===== src/sv/assert_macros.svh =====
// assertion helpers shared by the rtl files
// they expect signals named clk and rst_n in the using module
`ifndef ASSERT_MACROS_SVH
`define ASSERT_MACROS_SVH

// plain property checked on every clock outside reset
`define TTV_ASSERT(lbl, prop, msg) \
    lbl: assert property (@(posedge clk) disable iff (!rst_n) (prop)) else $error(msg);

// implication checked on every clock outside reset
`define TTV_ASSERT_IMP(lbl, ante, cons, msg) \
    lbl: assert property (@(posedge clk) disable iff (!rst_n) (ante) |-> (cons)) \
        else $error(msg);

`endif


===== src/sv/ttv_pkg.sv =====
`default_nettype none
// ----------------------------------------------------------------------------
// ttv_pkg
// shared types and constants of the triangle tangent vector block
// ----------------------------------------------------------------------------
package ttv_pkg;

    localparam int IDX_W         = 24;
    localparam int COORD_W       = 32;
    localparam int DIFF_W        = COORD_W + 1;
    localparam int PROD_W        = 2 * DIFF_W;
    localparam int ACC_W         = PROD_W + 1;
    localparam int MAG_W         = PROD_W;
    localparam int NORM_W        = 30;
    localparam int TAN_W         = 16;
    localparam int OUT_FRAC_BITS = 14;
    localparam int QUO_W         = OUT_FRAC_BITS + 2;
    localparam int NUM_W         = NORM_W + OUT_FRAC_BITS + 1;
    localparam int REM_W         = 33;
    localparam int IN_DATA_W     = IDX_W + 5 * COORD_W;
    localparam int OUT_DATA_W    = 72;
    localparam int FIFO_DEPTH    = 2;

    // one triangle handed from the front to the back
    typedef struct packed {
        logic [2:0][IDX_W-1:0]  idx;
        logic [2:0][DIFF_W-1:0] e1;
        logic [2:0][DIFF_W-1:0] e2;
        logic [DIFF_W-1:0]      d1u;
        logic [DIFF_W-1:0]      d1v;
        logic [DIFF_W-1:0]      d2u;
        logic [DIFF_W-1:0]      d2v;
    } ttv_job_t;

endpackage
`default_nettype wire


===== src/sv/ttv_fifo.sv =====
`default_nettype none
`include "assert_macros.svh"
// ----------------------------------------------------------------------------
// ttv_fifo
// short job queue between the front and the back
// ----------------------------------------------------------------------------
module ttv_fifo
    import ttv_pkg::*;
(
    input  wire logic     clk,
    input  wire logic     rst_n,
    input  wire logic     push,
    input  ttv_job_t      push_job,
    output logic          full,
    input  wire logic     pop,
    output logic          empty,
    output ttv_job_t      head
);

    ttv_job_t   mem_reg [FIFO_DEPTH];
    logic       wr_ptr_reg;
    logic       rd_ptr_reg;
    logic [1:0] count_reg;

    assign full  = (count_reg == 2'(FIFO_DEPTH));
    assign empty = (count_reg == 2'd0);
    assign head  = mem_reg[rd_ptr_reg];

    // pointers and fill level
    always_ff @(posedge clk or negedge rst_n)
    begin
        if (!rst_n)
        begin
            wr_ptr_reg <= 1'b0;
            rd_ptr_reg <= 1'b0;
            count_reg  <= 2'd0;
        end
        else
        begin
            if (push)
            begin
                wr_ptr_reg <= ~wr_ptr_reg;
            end
            if (pop)
            begin
                rd_ptr_reg <= ~rd_ptr_reg;
            end
            count_reg <= count_reg + 2'(push) - 2'(pop);
        end
    end

    // entry storage
    always_ff @(posedge clk)
    begin
        if (push)
        begin
            mem_reg[wr_ptr_reg] <= push_job;
        end
    end

    `TTV_ASSERT_IMP(a_no_push_full, push, !full, "push into full queue")
    `TTV_ASSERT_IMP(a_no_pop_empty, pop, !empty, "pop from empty queue")

endmodule
`default_nettype wire


===== config.mk =====
export PLATFORM = sky130hd
export DESIGN_NAME = ttv_fifo
export DESIGN_NICKNAME = d
export VERILOG_FILES = /design/src/sv/ttv_pkg.sv /design/src/sv/ttv_fifo.sv
export VERILOG_INCLUDE_DIRS = /design/src /design/src/sv
export SDC_FILE = /design/constraint.sdc
export NUM_CORES = 1
export LEC_CHECK = 0
export BUFFER_PORTS_ARGS = -buffer_cell sky130_fd_sc_hd__buf_2
export CAP_MARGIN = 20
export CORE_AREA = 3 3 317 319
export CTS_CLUSTER_DIAMETER = 120
export DETAILED_ROUTE_END_ITERATION = 12
export DIE_AREA = 0 0 320 322
export PLACE_DENSITY = 0.58
export SKIP_CTS_REPAIR_TIMING = 1
export SLEW_MARGIN = 20
export SYNTH_ARGS = -nofsm -noshare
export SYNTH_HDL_FRONTEND = slang
export SYNTH_SLANG_ARGS = --single-unit

===== constraint.sdc =====
create_clock -name clk -period 58.1 [get_ports clk]
set_clock_uncertainty 0.1 [all_clocks]
set_input_delay 5.81 -clock clk [delete_from_list [all_inputs] [get_ports clk]]
set_output_delay 5.81 -clock clk [all_outputs]
set_load 0.1 [all_outputs]

; Word level (Yosys, flattened, before mapping)
; Memory sizes are Yosys's and may differ from the RTL's.
; Index checks and enable logic that the tools add are counted.
[word_totals]
ff_bits = 4
ramBits = 804
inputBits = 406
elab_cells = 12
n_memories = 1
[mem_list]
columns = name, words, width, read_ports, rd_ports_with_merged_regs, wr, line
row1 = mem_reg, 2, 402, 1, 0, 1, ttv_fifo.sv:20  ; ttv_job_t mem_reg [FIFO_DEPTH];
[op_classes]
add_sub_neg = 2
eq_ne = 1
muxes = 2
bitwise = 2
reduce_logical = 1
[op_table]
columns = operator, n
row1 = adder 2 x 1 -> 2 bit, 1
row2 = "== test 2 bit, second input constant", 1
row3 = logical NOT 2 bit, 1
row4 = 2-to-1 mux 1 bit, 2
row5 = inverter 1 bit, 2
row6 = subtractor 2 x 1 -> 2 bit, 1

; Depth between registers and ports, before layout
[logic_depth]
word_depth = 2
ltp_mapped = 5
mapped_depth_nobuf = 5

; Worst setup path after synthesis
; OpenSTA, ideal clock, no wires.
[synth_path]
path_kind = input-to-reg
startpoint = input port push
endpoint = memory mem_reg[0][0] in the netlist's numbering (enable)
setup_time_ns = 1.223
arrival_time_ns = 23.062
t_required_ns = 56.777
path_slack_ns = 33.715
stages = 1
path_buffers = 0
path_cell_list = nor2b_1
[synth_between]
elab_chain_cells = 2
[synth_rtl]
columns = element, line
row1 = from (decl), ttv_fifo.sv:12  ; input wire logic push,
row2 = 2-to-1 mux 1 bit, ttv_fifo.sv:55  ; if (push)
row3 = 2-to-1 mux 1 bit (not written as such), ttv_fifo.sv:57  ; mem_reg[wr_ptr_reg] <= push_job;
row4 = to (decl), ttv_fifo.sv:20
; Every way passes these cells.

==> flow_summary.json <==
{
  "status": "finished, final reports clean",
  "critPathKind": "register to output pin",
  "ff2ff_path_depth": 4,
  "timing.fmax_ghz": 0.0920,
  "ant_nets": 0,
  "final_common_cell": "buf_2",
  "grt_start_max_net_pins": 152,
  "maxCapViolCount": 0,
  "hold_start": "wr_ptr_reg",
  "antenna_found_initial": 31,
  "setup_viol": 0,
  "grt_pass1_vias": 16047,
  "drt-total-wl_mm": 72.7,
  "final_max_slew_viol_count": 0,
  "core_area_um2": 98100,
  "min_period_ns": 10.87,
  "clkTransAtPathRegs_ns": 0.06,
  "floorplan.initialDensity": 0.314,
  "rsz0062_at_grt": "no",
  "syn_area_um2": 30800,
  "critPathMaxFanout": 54,
  "drt-wirelength-per-cell_um": 20.7,
  "nFillCells": 8954,
  "largest_reg_flops": 804,
  "dp_hpwl_mm": 51.3,
  "clkSinkCount": 808,
  "syn_avg_cell_area_um2": 24.4,
  "synth_seq_cells": 808,
  "rows": 115,
  "cts_root_buf": "clkbuf_16",
  "die_h_um": 322,
  "r2r_setup_slack_ns": 54.04,
  "mostFrequentLayoutCells": "buf_2, edfxtp_1, mux2_4",
  "required_ns": 52.19,
  "drive_gt1_frac": 0.616,
  "htreeDepth": 3,
  "hold_viol_final": 0,
  "place_congestion": 0.824,
  "vias": 15096,
  "maxSlewHeadroom": 0.213,
  "ios": 810,
  "worst_pin_slew_ns": 1.18,
  "dr.pass1.iters": 4,
  "cts_tree": "built",
  "grt_usage": 0.135,
  "reg2reg_from": "wr_ptr_reg",
  "tns_ns": 0,
  "drtIter0Drc": 898,
  "ys_warn_count": 0,
  "cp-end-kind": "output pin",
  "whs_endpoint": "wr_ptr_reg",
  "dieArea_um2": 103000,
  "whs_path_depth": 1,
  "fin_crit_sh": 0.187,
  "cts_made_buffers": 90,
  "final_nets": 2546,
  "place.port_buffers": 809,
  "reg2reg_to": "mem_reg[0][365]",
  "route.detailed.drc": 0,
  "synthCells": 1266,
  "cp-start-kind": "register",
  "syn_to_final_growth_pct": 26.2,
  "insertion_delay_ns": 0.64,
  "ys_seq_area_frac": 0.786,
  "grt_pass1_wl_mm": 103,
  "ys_types": 15,
  "synth_nets": 1674,
  "grt-ovfl-total": 0,
  "viasPerCell": 4.30,
  "dieWidth_um": 320,
  "fin_util": 0.397,
  "min_path_type": "register to register",
  "clock_path_buffers": 3,
  "cp.arrival_ns": 4.96
}
Yosys cell counts:
library cell  count  area share
mux2_2           32       0.012
inv_1             2     0.00024
edfxtp_1        804        0.78
dfrtp_1           4      0.0032
ha_1              2     0.00081
and2_1            1     0.00020
xor2_1            2     0.00057
mux2_4          370        0.18
nor2b_1           2     0.00041
buf_6            19      0.0069
xor3_1            1     0.00077
buf_8            22       0.011
buf_12            1     0.00065
nor2_1            1     0.00012
buf_2             3     0.00049
worst max-delay path, cell delays in order, from the launching register on:
cell     delay [ns]
dfrtp_4        0.95
buf_4          0.87
buf_4          0.77
buf_4          0.83
mux2_4         0.30
buf_2          0.42
cells by family after synthesis:
logic type               after synthesis  share of synthesized area
buffers and inverters                 47                     0.0190
AND/OR/NAND/NOR                        4                   0.000730
flip-flops                           808                      0.786
XOR/XNOR                               3                    0.00134
multiplexers                         402                      0.192
adder cells (fa/ha/maj)                2                   0.000811
how the worst max path moves through the flow:
| stage | from | end | slack [ns] | cells after the start |
|---|---|---|---|---|
| after global routing | rd_ptr_reg | head[1] | 46.93 | 5 |
| after CTS | rd_ptr_reg | head[1] | 47.11 | 5 |
| after detailed placement | rd_ptr_reg | head[1] | 47.86 | 5 |
| after floorplan | push | mem_reg[0][0] | 33.72 | 1 |
| final | rd_ptr_reg | head[357] | 47.23 | 5 |
| after global placement | rd_ptr_reg | head[340] | 47.94 | 5 |
metrics by stage:
stage               setup slack, ns  area, um^2  hold WS, ns  std cells
global placement              47.94       36100        0.435       3333
floorplan                     33.72       30800        0.355       1266
CTS                           47.11       38900        0.442       3494
finish                        47.23       38900        0.444       3508
global route                  46.93       38900        0.480       3502
detailed placement            47.86       36100        0.434       3333
per-layer routing:
layer	routed length, um	track usage
met3	6880	0.0505
met4	1880	0.0515
met2	38400	0.244
met1	25400	0.143
met5	157	0
layout make-up:
| type | instances | area, um^2 | area share |
|---|---|---|---|
| Multi-Input combinational cell | 411 | 6010 | 0.155 |
| Sequential cell | 808 | 24200 | 0.623 |
| Clock inverter | 57 | 490 | 0.0126 |
| Inverter | 2 | 7.51 | 0.000193 |
| Tap cell | 1287 | 1610 | 0.0414 |
| Timing Repair Buffer | 825 | 4200 | 0.108 |
| Clock buffer | 104 | 2330 | 0.0597 |
| Antenna cell | 14 | 35.0 | 0.000900 |
Power is left out: the tool's default activity adds up to more than one toggle a clock period on the data nets, which glitch-free logic cannot reach.
