## src/sv/assert_macros.svh

```systemverilog
// assertion helpers shared by the rtl files
// they expect signals named clk and rst_n in the using module
`ifndef ASSERT_MACROS_SVH
`define ASSERT_MACROS_SVH

// plain property checked on every clock outside reset
`define TTV_ASSERT(lbl, prop, msg) \
    lbl: assert property (@(posedge clk) disable iff (!rst_n) (prop)) else $error(msg);

// implication checked on every clock outside reset
`define TTV_ASSERT_IMP(lbl, ante, cons, msg) \
    lbl: assert property (@(posedge clk) disable iff (!rst_n) (ante) |-> (cons)) \
        else $error(msg);

`endif

```

## src/sv/ttv_pkg.sv

```systemverilog
`default_nettype none
// ----------------------------------------------------------------------------
// ttv_pkg
// shared types and constants of the triangle tangent vector block
// ----------------------------------------------------------------------------
package ttv_pkg;

    localparam int IDX_W         = 24;
    localparam int COORD_W       = 32;
    localparam int DIFF_W        = COORD_W + 1;
    localparam int PROD_W        = 2 * DIFF_W;
    localparam int ACC_W         = PROD_W + 1;
    localparam int MAG_W         = PROD_W;
    localparam int NORM_W        = 30;
    localparam int TAN_W         = 16;
    localparam int OUT_FRAC_BITS = 14;
    localparam int QUO_W         = OUT_FRAC_BITS + 2;
    localparam int NUM_W         = NORM_W + OUT_FRAC_BITS + 1;
    localparam int REM_W         = 33;
    localparam int IN_DATA_W     = IDX_W + 5 * COORD_W;
    localparam int OUT_DATA_W    = 72;
    localparam int FIFO_DEPTH    = 2;

    // one triangle handed from the front to the back
    typedef struct packed {
        logic [2:0][IDX_W-1:0]  idx;
        logic [2:0][DIFF_W-1:0] e1;
        logic [2:0][DIFF_W-1:0] e2;
        logic [DIFF_W-1:0]      d1u;
        logic [DIFF_W-1:0]      d1v;
        logic [DIFF_W-1:0]      d2u;
        logic [DIFF_W-1:0]      d2v;
    } ttv_job_t;

endpackage
`default_nettype wire

```

## src/sv/ttv_front.sv

```systemverilog
`default_nettype none
// ----------------------------------------------------------------------------
// ttv_front
// accepts corners, holds two, builds edges and uv deltas on the third
// ----------------------------------------------------------------------------
module ttv_front
    import ttv_pkg::*;
(
    input  wire logic                 clk,
    input  wire logic                 rst_n,
    input  wire logic                 s_tvalid,
    output logic                      s_tready,
    input  wire logic [IN_DATA_W-1:0] s_tdata,
    input  wire logic                 q_full,
    output logic                      q_push,
    output ttv_job_t                  q_job
);

    logic [1:0]         count_reg;
    logic [IDX_W-1:0]   hidx_reg [2];
    logic [COORD_W-1:0] hpos_reg [6];
    logic [COORD_W-1:0] htex_reg [4];
    logic [COORD_W-1:0] cpos [3];
    logic [COORD_W-1:0] ctex [2];
    logic               accept;

    // field split of the incoming corner
    always_comb
    begin
        for (int i = 0; i < 3; i++)
        begin
            cpos[i] = s_tdata[IDX_W + i*COORD_W +: COORD_W];
        end
        for (int i = 0; i < 2; i++)
        begin
            ctex[i] = s_tdata[IDX_W + (3+i)*COORD_W +: COORD_W];
        end
    end

    assign s_tready = (count_reg != 2'd2) || !q_full;
    assign accept   = s_tvalid && s_tready;
    assign q_push   = accept && (count_reg == 2'd2);

    // edges and deltas, sign extended by one bit
    always_comb
    begin
        q_job.idx[0] = hidx_reg[0];
        q_job.idx[1] = hidx_reg[1];
        q_job.idx[2] = s_tdata[IDX_W-1:0];
        for (int i = 0; i < 3; i++)
        begin
            q_job.e1[i] = {hpos_reg[3+i][COORD_W-1], hpos_reg[3+i]}
                        - {hpos_reg[i][COORD_W-1], hpos_reg[i]};
            q_job.e2[i] = {cpos[i][COORD_W-1], cpos[i]}
                        - {hpos_reg[i][COORD_W-1], hpos_reg[i]};
        end
        q_job.d1u = {htex_reg[2][COORD_W-1], htex_reg[2]} - {htex_reg[0][COORD_W-1], htex_reg[0]};
        q_job.d1v = {htex_reg[3][COORD_W-1], htex_reg[3]} - {htex_reg[1][COORD_W-1], htex_reg[1]};
        q_job.d2u = {ctex[0][COORD_W-1], ctex[0]} - {htex_reg[0][COORD_W-1], htex_reg[0]};
        q_job.d2v = {ctex[1][COORD_W-1], ctex[1]} - {htex_reg[1][COORD_W-1], htex_reg[1]};
    end

    // corner counter
    always_ff @(posedge clk or negedge rst_n)
    begin
        if (!rst_n)
        begin
            count_reg <= 2'd0;
        end
        else if (accept)
        begin
            count_reg <= (count_reg == 2'd2) ? 2'd0 : count_reg + 2'd1;
        end
    end

    // held corners
    always_ff @(posedge clk)
    begin
        if (accept && (count_reg != 2'd2))
        begin
            hidx_reg[count_reg[0]] <= s_tdata[IDX_W-1:0];
            for (int i = 0; i < 3; i++)
            begin
                hpos_reg[3*count_reg[0] + i] <= cpos[i];
            end
            for (int i = 0; i < 2; i++)
            begin
                htex_reg[2*count_reg[0] + i] <= ctex[i];
            end
        end
    end

endmodule
`default_nettype wire

```

## config.mk

```make
export PLATFORM = sky130hd
export DESIGN_NAME = ttv_front
export DESIGN_NICKNAME = d
export VERILOG_FILES = /design/src/sv/assert_macros.svh /design/src/sv/ttv_pkg.sv /design/src/sv/ttv_front.sv
export SDC_FILE = /design/constraint.sdc
export NUM_CORES = 1
export LEC_CHECK = 0
export BUFFER_PORTS_ARGS = -buffer_cell sky130_fd_sc_hd__buf_4
export CORE_MARGIN = 1.5
export CORE_UTILIZATION = 45
export CTS_BUF_LIST = sky130_fd_sc_hd__clkbuf_2
export CTS_CLUSTER_DIAMETER = 60
export DETAILED_ROUTE_END_ITERATION = 7
export GPL_ROUTABILITY_DRIVEN = 0
export PLACE_DENSITY = 0.7
export SLEW_MARGIN = 20
export SYNTH_ARGS = -nofsm -noshare
export SYNTH_HDL_FRONTEND = slang
export SYNTH_SLANG_ARGS = --single-unit
```

## constraint.sdc

```tcl
create_clock -name clk -period 7 [get_ports clk]
set_clock_uncertainty 0.1 [all_clocks]
set_input_delay 0.7 -clock clk [delete_from_list [all_inputs] [get_ports clk]]
set_output_delay 0.7 -clock clk [all_outputs]
set_load 0.03 [all_outputs]
```

# Yosys cells after proc, flatten, opt, wreduce, memory -nomap -nowiden
# Memories as Yosys holds them, arrays and structs flattened.
# Index checks and enable logic that the tools add are counted.
totals:
  in_bits: 188
  elab_cells: 29
  memories: 3
  out_inout_bits: 404
  mem_bits_rw: 368
  register_bits: 2
memory_table:
  columns: ["memory", "words", "word_bits", "read_ports", "rd_ports_with_merged_regs", "write_ports", "line_no", "text"]
  rows:
  - ["hpos_reg", 6, 32, 6, 0, 3, "ttv_front.sv:21", "logic [COORD_W-1:0] hpos_reg [6];"]
  - ["htex_reg", 4, 32, 4, 0, 2, "ttv_front.sv:22", "logic [COORD_W-1:0] htex_reg [4];"]
  - ["hidx_reg", 2, 24, 2, 0, 1, "ttv_front.sv:20", "logic [IDX_W-1:0] hidx_reg [2];"]
op_classes:
  n_mul: 1
  n_mux: 3
  eq_ne: 2
  add_sub_neg: 14
  n_reduce_logical: 5
ops:
  columns: ["op", "n"]
  rows:
  - ["subtractor 32 x 32 -> 33 bit", 10]
  - ["adder 2 x 1 -> 2 bit, second input constant", 2]
  - ["adder 3 x 1 -> 3 bit, second input constant", 1]
  - ["adder 3 x 2 -> 3 bit, second input constant", 1]
  - ["logical AND 1 bit", 3]
  - ["multiplier 2 x 1 -> 3 bit, first input constant", 1]
  - ["== test 2 bit, second input constant", 1]
  - ["two-way mux 1 bit", 2]
  - ["two-way mux 2 bit", 1]
  - ["!= test 2 bit, second input constant", 1]
  - ["zero test 1 bit", 1]
  - ["logical OR 1 bit", 1]

# Depth between registers and ports, before layout
# Gate-level depths: netlist (run 1).
logic_depth:
  depth_word: 6
  depth_mapped: 12
  mapped_depth_nobuf: 12

# Worst setup path after synthesis (run 1)
# Ideal clock, no wire load.
synth_path:
  kind: "input port to flip-flop"
  startpoint: "input s_tvalid"
  endpoint: "memory hidx_reg[1][0] (enable)"
  slack_ps: 126
  t_arrival_ps: 6153
  required_time_ps: 6280
  path_stages: 3
  setup_ps: 620
  n_path_buf: 1
  path_cell_list: "nand2_1 -> inv_2 -> clkbuf_1"
synth_between:
  elab_chain_len: 4
synth_rtl:
  columns: ["item", "line_no", "text"]
  rows:
  - ["from (decl)", "ttv_front.sv:11", "input wire logic s_tvalid,"]
  - ["logical AND 1 bit", "ttv_front.sv:41", "assign accept = s_tvalid && s_tready;"]
  - ["logical AND 1 bit", "ttv_front.sv:79", "if (accept && (count_reg != 2'd2))"]
  - ["two-way mux 1 bit", "ttv_front.sv:79", null]
  - ["two-way mux 1 bit (implied by the code)", "ttv_front.sv:81", "hidx_reg[count_reg[0]] <= s_tdata[IDX_W-1:0];"]
  - ["to (decl)", "ttv_front.sv:20", null]
# No other way between the ends.

==> results.ini, run 1 <==
[synthesis]
synthMuxAreaShare=0.00177
ys_top_cells_by_area=edfxtp_1 38%, ha_1 14%, nand2_1 6.1%
synth_fp_nets=3645
yosys_warnings=0
synth_fa_ha_area_frac=0.145
synth_seq_cells=370
synth_most_common_cell=nand2_1
synth-simple-area-share=0.147
syn_inst=3127
synth_largest_area_cell=edfxtp_1
synthXorXnorAreaFrac=0.0821
synth.avg_cell_area_um2=9.28
synth_commonest_cells=471 x nand2_1, 368 x edfxtp_1, 320 x ha_1
ys.flop_type=edfxtp_1
synth_top_family_by_area=compound AO/OA/AOI/OAI gates
netlist_area_um2=29000
ys_async_sr_fraction=0.00541
synth_edf_count=368
yosysSeqAreaShare=0.383
synth_cell_types=83
synth_top_area_share=0.381
synth_compound_area_frac=0.194

[die]
pin_count=592
die_h_um=257
core_um2=63400
fp.dieW_um=257
start_util=0.457
die_area_um2=66000
rows=92

[worst_setup_path]
crit_chain=ha_1 > fa_1 > nor2b_1 > o21ai_1 > a21oi_1 > o2111ai_1 > a211oi_1 > o31ai_1 > a21oi_1 > a2111oi_0 > mux2_2 > buf_4
r2r_start=count_reg[1]
cp_max_fo=4
worstPathArrival_ps=4760
path_delay_family=compound AO/OA/AOI/OAI gates
startpoint_type=register
r2r-end=htex_reg[1][20]
worst_path_most_repeated_cell=a21oi_1
end_kind=output port
cp_num_cells=12
r2r_cells=4
crit_start=hpos_reg[0][0]
slowest_delay_ps=540
rrSetupSlack_ps=3910
path_buf_inv=1
crit_type=register to output port
slowest_stage=a211oi_1
crit_end=q_job[164]
cp.required_ps=6200

[clocking]
insertion_delay_ps=1080
clockBufferDepth=3
cts_tree=done
clk_pin_slew_ps=120
cts_root_buf=clkbuf_2
cts_resized=0
numClockSinks=370
htree_num_levels=3
cts_hold_buf=189
cts_setup_buffers=0
cts_buffers=98

[power]
power_density_nw_per_um2=402
peakVddDrop_mv=0.325
power_mw=14.9
p_leak_nw=17.0

[global_routing]
first_global_vias=25900
antenna_found_initial=3
grt-ovfl-total=0
grt_pass1_wl_um=141000
track_usage=0.269
grt_max_degree=147

[sta]
setup_violations=0
max_freq_mhz=180
report.final.slew_viol_count=0
period_share=0.794
period_minus_slack_ps=5560
rsz0062_at_grt=no
setup_tns_ps=0
hold_violations=0
tightest_slew_ps=1060
relSlewSlack=0.294
whs_ps=204
final.setup.worst_slack_ps=1440

[layout]
largest_reg_flops=192
instances_no_fill=4854
drive_gt1_frac=0.198
design_area_um2=37000
area.growth.synth_to_final_pct=27.4
nNetsFinal=4443
finish.utilization=0.583

[drt]
wl_per_cell_um=18.8
drtIter0Drc=2006
via_count=26600
ant_nets=0
drc=0
routed_wl_um=91000
firstDrtPassIters=6
vias_per_cell=5.48

[min_path]
hold_path.class=input port to register

[placed_design]
dpl.hpwl_um=70600
port_buffers=591
placed_cell_area_um2=34200
place_ws_ps=2150
placed_cells=4482

[job]
max_cap_viol_count=0

[run_status]
status=finished, final reports clean

## cell usage in the layout, fill, tap and decap left out, types with 121 or more instances in the layout
| cell type | count |
|---|---|
| nand2_1 | 471 |
| a21oi_1 | 249 |
| ha_1 | 320 |
| o21ai_0 | 121 |
| buf_4 | 595 |
| a21o_1 | 130 |
| clkbuf_2 | 136 |
| edfxtp_1 | 368 |
| inv_1 | 255 |
| nor2_1 | 158 |
| xnor2_1 | 182 |
| dlygate4sd3_1 | 189 |
## power breakdown
part           total [mW]  switching [mW]  internal [mW]
Clock                1.59           0.979          0.608
Sequential           3.14           0.128           3.01
Combinational        10.1            6.56           3.59
Total                14.9            7.67           7.21
## per-layer routing
metal,vias up,global-route usage,wire length (µm)
li1,13000,-,-
met1,12400,0.331,37400
met2,972,0.458,43500
met3,201,0.0554,6640
met4,0,0.114,3500
met5,-,0,0
## final cells by class
type	count	area, µm²
Timing Repair Buffer	785	6380
Antenna cell	7	17.5
Tap cell	846	1060
Fill cell	5599	26500
Clock buffer	136	681
Clock inverter	40	225
Sequential cell	370	11100
Multi-Input combinational cell	2413	16500
Inverter	257	980
## how the worst min path moves through the flow
stage                      start               to  slack (ps)  depth (start not counted)
finish               s_tdata[22]  hidx_reg[1][22]         200                          2
CTS                  s_tdata[15]  hidx_reg[1][15]          70                          2
global placement           rst_n     count_reg[1]         390                          1
floorplan                  rst_n     count_reg[0]         300                          0
detailed placement         rst_n     count_reg[1]         390                          1
global route        s_tdata[151]  htex_reg[0][31]         130                          2
## logic make-up after synthesis
kind of cell,count (synthesis)
AO/OA/AOI/OAI,860
buffers and inverters,344
XOR/XNOR,272
multiplexers,5
AND/OR/NAND/NOR,946
adder cells (fa/ha/maj),330
flip-flops,370
(Power assumes the default switching activity.)
==> run 2, diff against run 1 <==
==> constraint.sdc (replaced) <==
create_clock -name clk -period 4.8 [get_ports clk]
set_clock_uncertainty 0.1 [all_clocks]
set_input_delay 0.48 -clock clk [delete_from_list [all_inputs] [get_ports clk]]
set_output_delay 0.48 -clock clk [all_outputs]
set_load 0.03 [all_outputs]
==> run 2 against run 1 <==
Cell area is 8.1% higher; non-clock buffer count is 218 higher; sequential power is 45% higher; core utilization is 4.7 points higher; critical path depth is 2 higher; highest routed layer unchanged.
==> results.ini, run 2 (same netlist as run 1, synthesis figures left out) <==
[run_status]
status=finished, final reports clean

[worst_setup_path]
end_kind=output port
worstPathArrival_ps=4180
crit_chain=inv_2 > buf_6 > ha_4 > nor2b_4 > o21ai_2 > a21oi_2 > o41a_1 > a22oi_2 > o41ai_2 > buf_4 > a211oi_4 > o21ai_2 > xor2_1 > buf_4
startpoint_type=register
crit_type=register to output port
slowest_delay_ps=460
cp_max_fo=5
cp.required_ps=4220
slowest_stage=edfxtp_1

[layout]
area.growth.synth_to_final_pct=37.7
largest_reg_flops=192
nNetsFinal=4659
final_cell_mix=673 x buf_4, 470 x nand2_1, 368 x edfxtp_1
drive_gt1_frac=0.241
mostFrequentLayoutCell=buf_4

[placed_design]
dpl.hpwl_um=70400
port_buffers=591
place_ws_ps=699

[drt]
drtIter0Drc=2105
routed_wl_um=97000
wl_per_cell_um=19.1
firstDrtPassIters=6
drc=0
via_count=27900
ant_nets=0
vias_per_cell=5.50

[job]
max_cap_viol_count=0

[sta]
period_share=0.991
report.final.slew_viol_count=0
tightest_slew_ps=903
max_freq_mhz=210
whs_ps=125
final.setup.worst_slack_ps=42.9
relSlewSlack=0.398
period_minus_slack_ps=4760
setup_violations=0
hold_violations=0
rsz0062_at_grt=yes

[clocking]
cts_tree=done
cts_buffers=96
clockBufferDepth=3
htree_num_levels=3
clk_pin_slew_ps=120
numClockSinks=370
cts_root_buf=clkbuf_2
insertion_delay_ps=1070

[die]
start_util=0.457
die_area_um2=66000
pin_count=592
fp.dieW_um=257
core_um2=63400
rows=92
die_h_um=257

[global_routing]
first_global_vias=27200
antenna_found_initial=4
grt_pass1_wl_um=146000
grt-ovfl-total=0
grt_max_degree=128
track_usage=0.279

[min_path]
hold_path.class=input port to register

[power]
power_density_nw_per_um2=568
peakVddDrop_mv=0.491
p_leak_nw=18.1

-- run 2: changes by cell type in the layout (fill, tap and decap cells not counted), sizes merged --
cell	previous run	this run
dlygate4sd3	189	318
bufinv	2	3
diode	7	9
buf	596	685
clkbuf	136	128
clkinvlp	0	1
clkinv	36	38
-- run 2: final timing paths --
check,depth (start not counted),startpoint,slack [ps],end
setup / recovery,14,hpos_reg[1][1],40,q_job[196]
hold / removal,2,s_tdata[48],120,hpos_reg[3][24]
setup reg to reg,4,count_reg[0],2380,hpos_reg[0][17]
hold reg to reg,1,count_reg[1],440,count_reg[1]
max in group asynchronous,3,rst_n,4290,count_reg[1]
min in group asynchronous,3,rst_n,180,count_reg[0]
-- run 2: cell type report --
cell class,count,area (µm²)
flip-flops and latches,370,11100
clock inverters,44,273
diodes,9,22.5
fillers,5151,23500
well taps,846,1060
multi-input cells,2413,17500
inverters,257,980
repair buffers,1003,8400
clock buffers,128,641
-- run 2: stage by stage --
step	setup TNS [ps]	cells	instance area, µm²	power [mW]	utilization
2_1_floorplan	0	3127	29000	14.2	-
3_3_place_gp	0	4492	34300	19.1	0.540
3_5_place_dp	0	4492	34300	19.2	0.540
4_1_cts	-362	5023	39100	22.2	0.617
5_1_grt	-1520	5065	39900	23.9	0.630
6_report	0	5070	39900	22.7	0.630
-- run 2: routing by layer --
layer | GRT usage | routed length [µm]
met1 | 0.334 | 38600
met2 | 0.471 | 45900
met3 | 0.0665 | 7780
met4 | 0.134 | 4700
met5 | 0 | 0
-- run 2: worst max-delay path, delay by kind of cell, from the launching register on --
| family | cells | cell delay, ps |
|---|---|---|
| AOI/OAI and AO/OA | 7 | 1450 |
| buffers and inverters | 4 | 610 |
| DFF | 1 | 460 |
| xor gates and xnor gates | 1 | 230 |
| adders and majority gates | 1 | 190 |
| and+or+nand+nor | 1 | 120 |
-- run 2: power by group --
part | leakage, nW | total [mW] | switching, mW | internal [mW]
logic | 14.0 | 15.8 | 10.0 | 5.77
registers | 3.44 | 4.56 | 0.181 | 4.38
clock network | 0.682 | 2.33 | 1.43 | 0.907
-- run 2: what timing repair did --
item	CTS	global route
pin swaps	58	78
buffers inserted	41	39
endpoints found under the hold margin	372	0
hold buffers	318	0
setup endpoints to repair	95	68
gates resized for setup	90	104
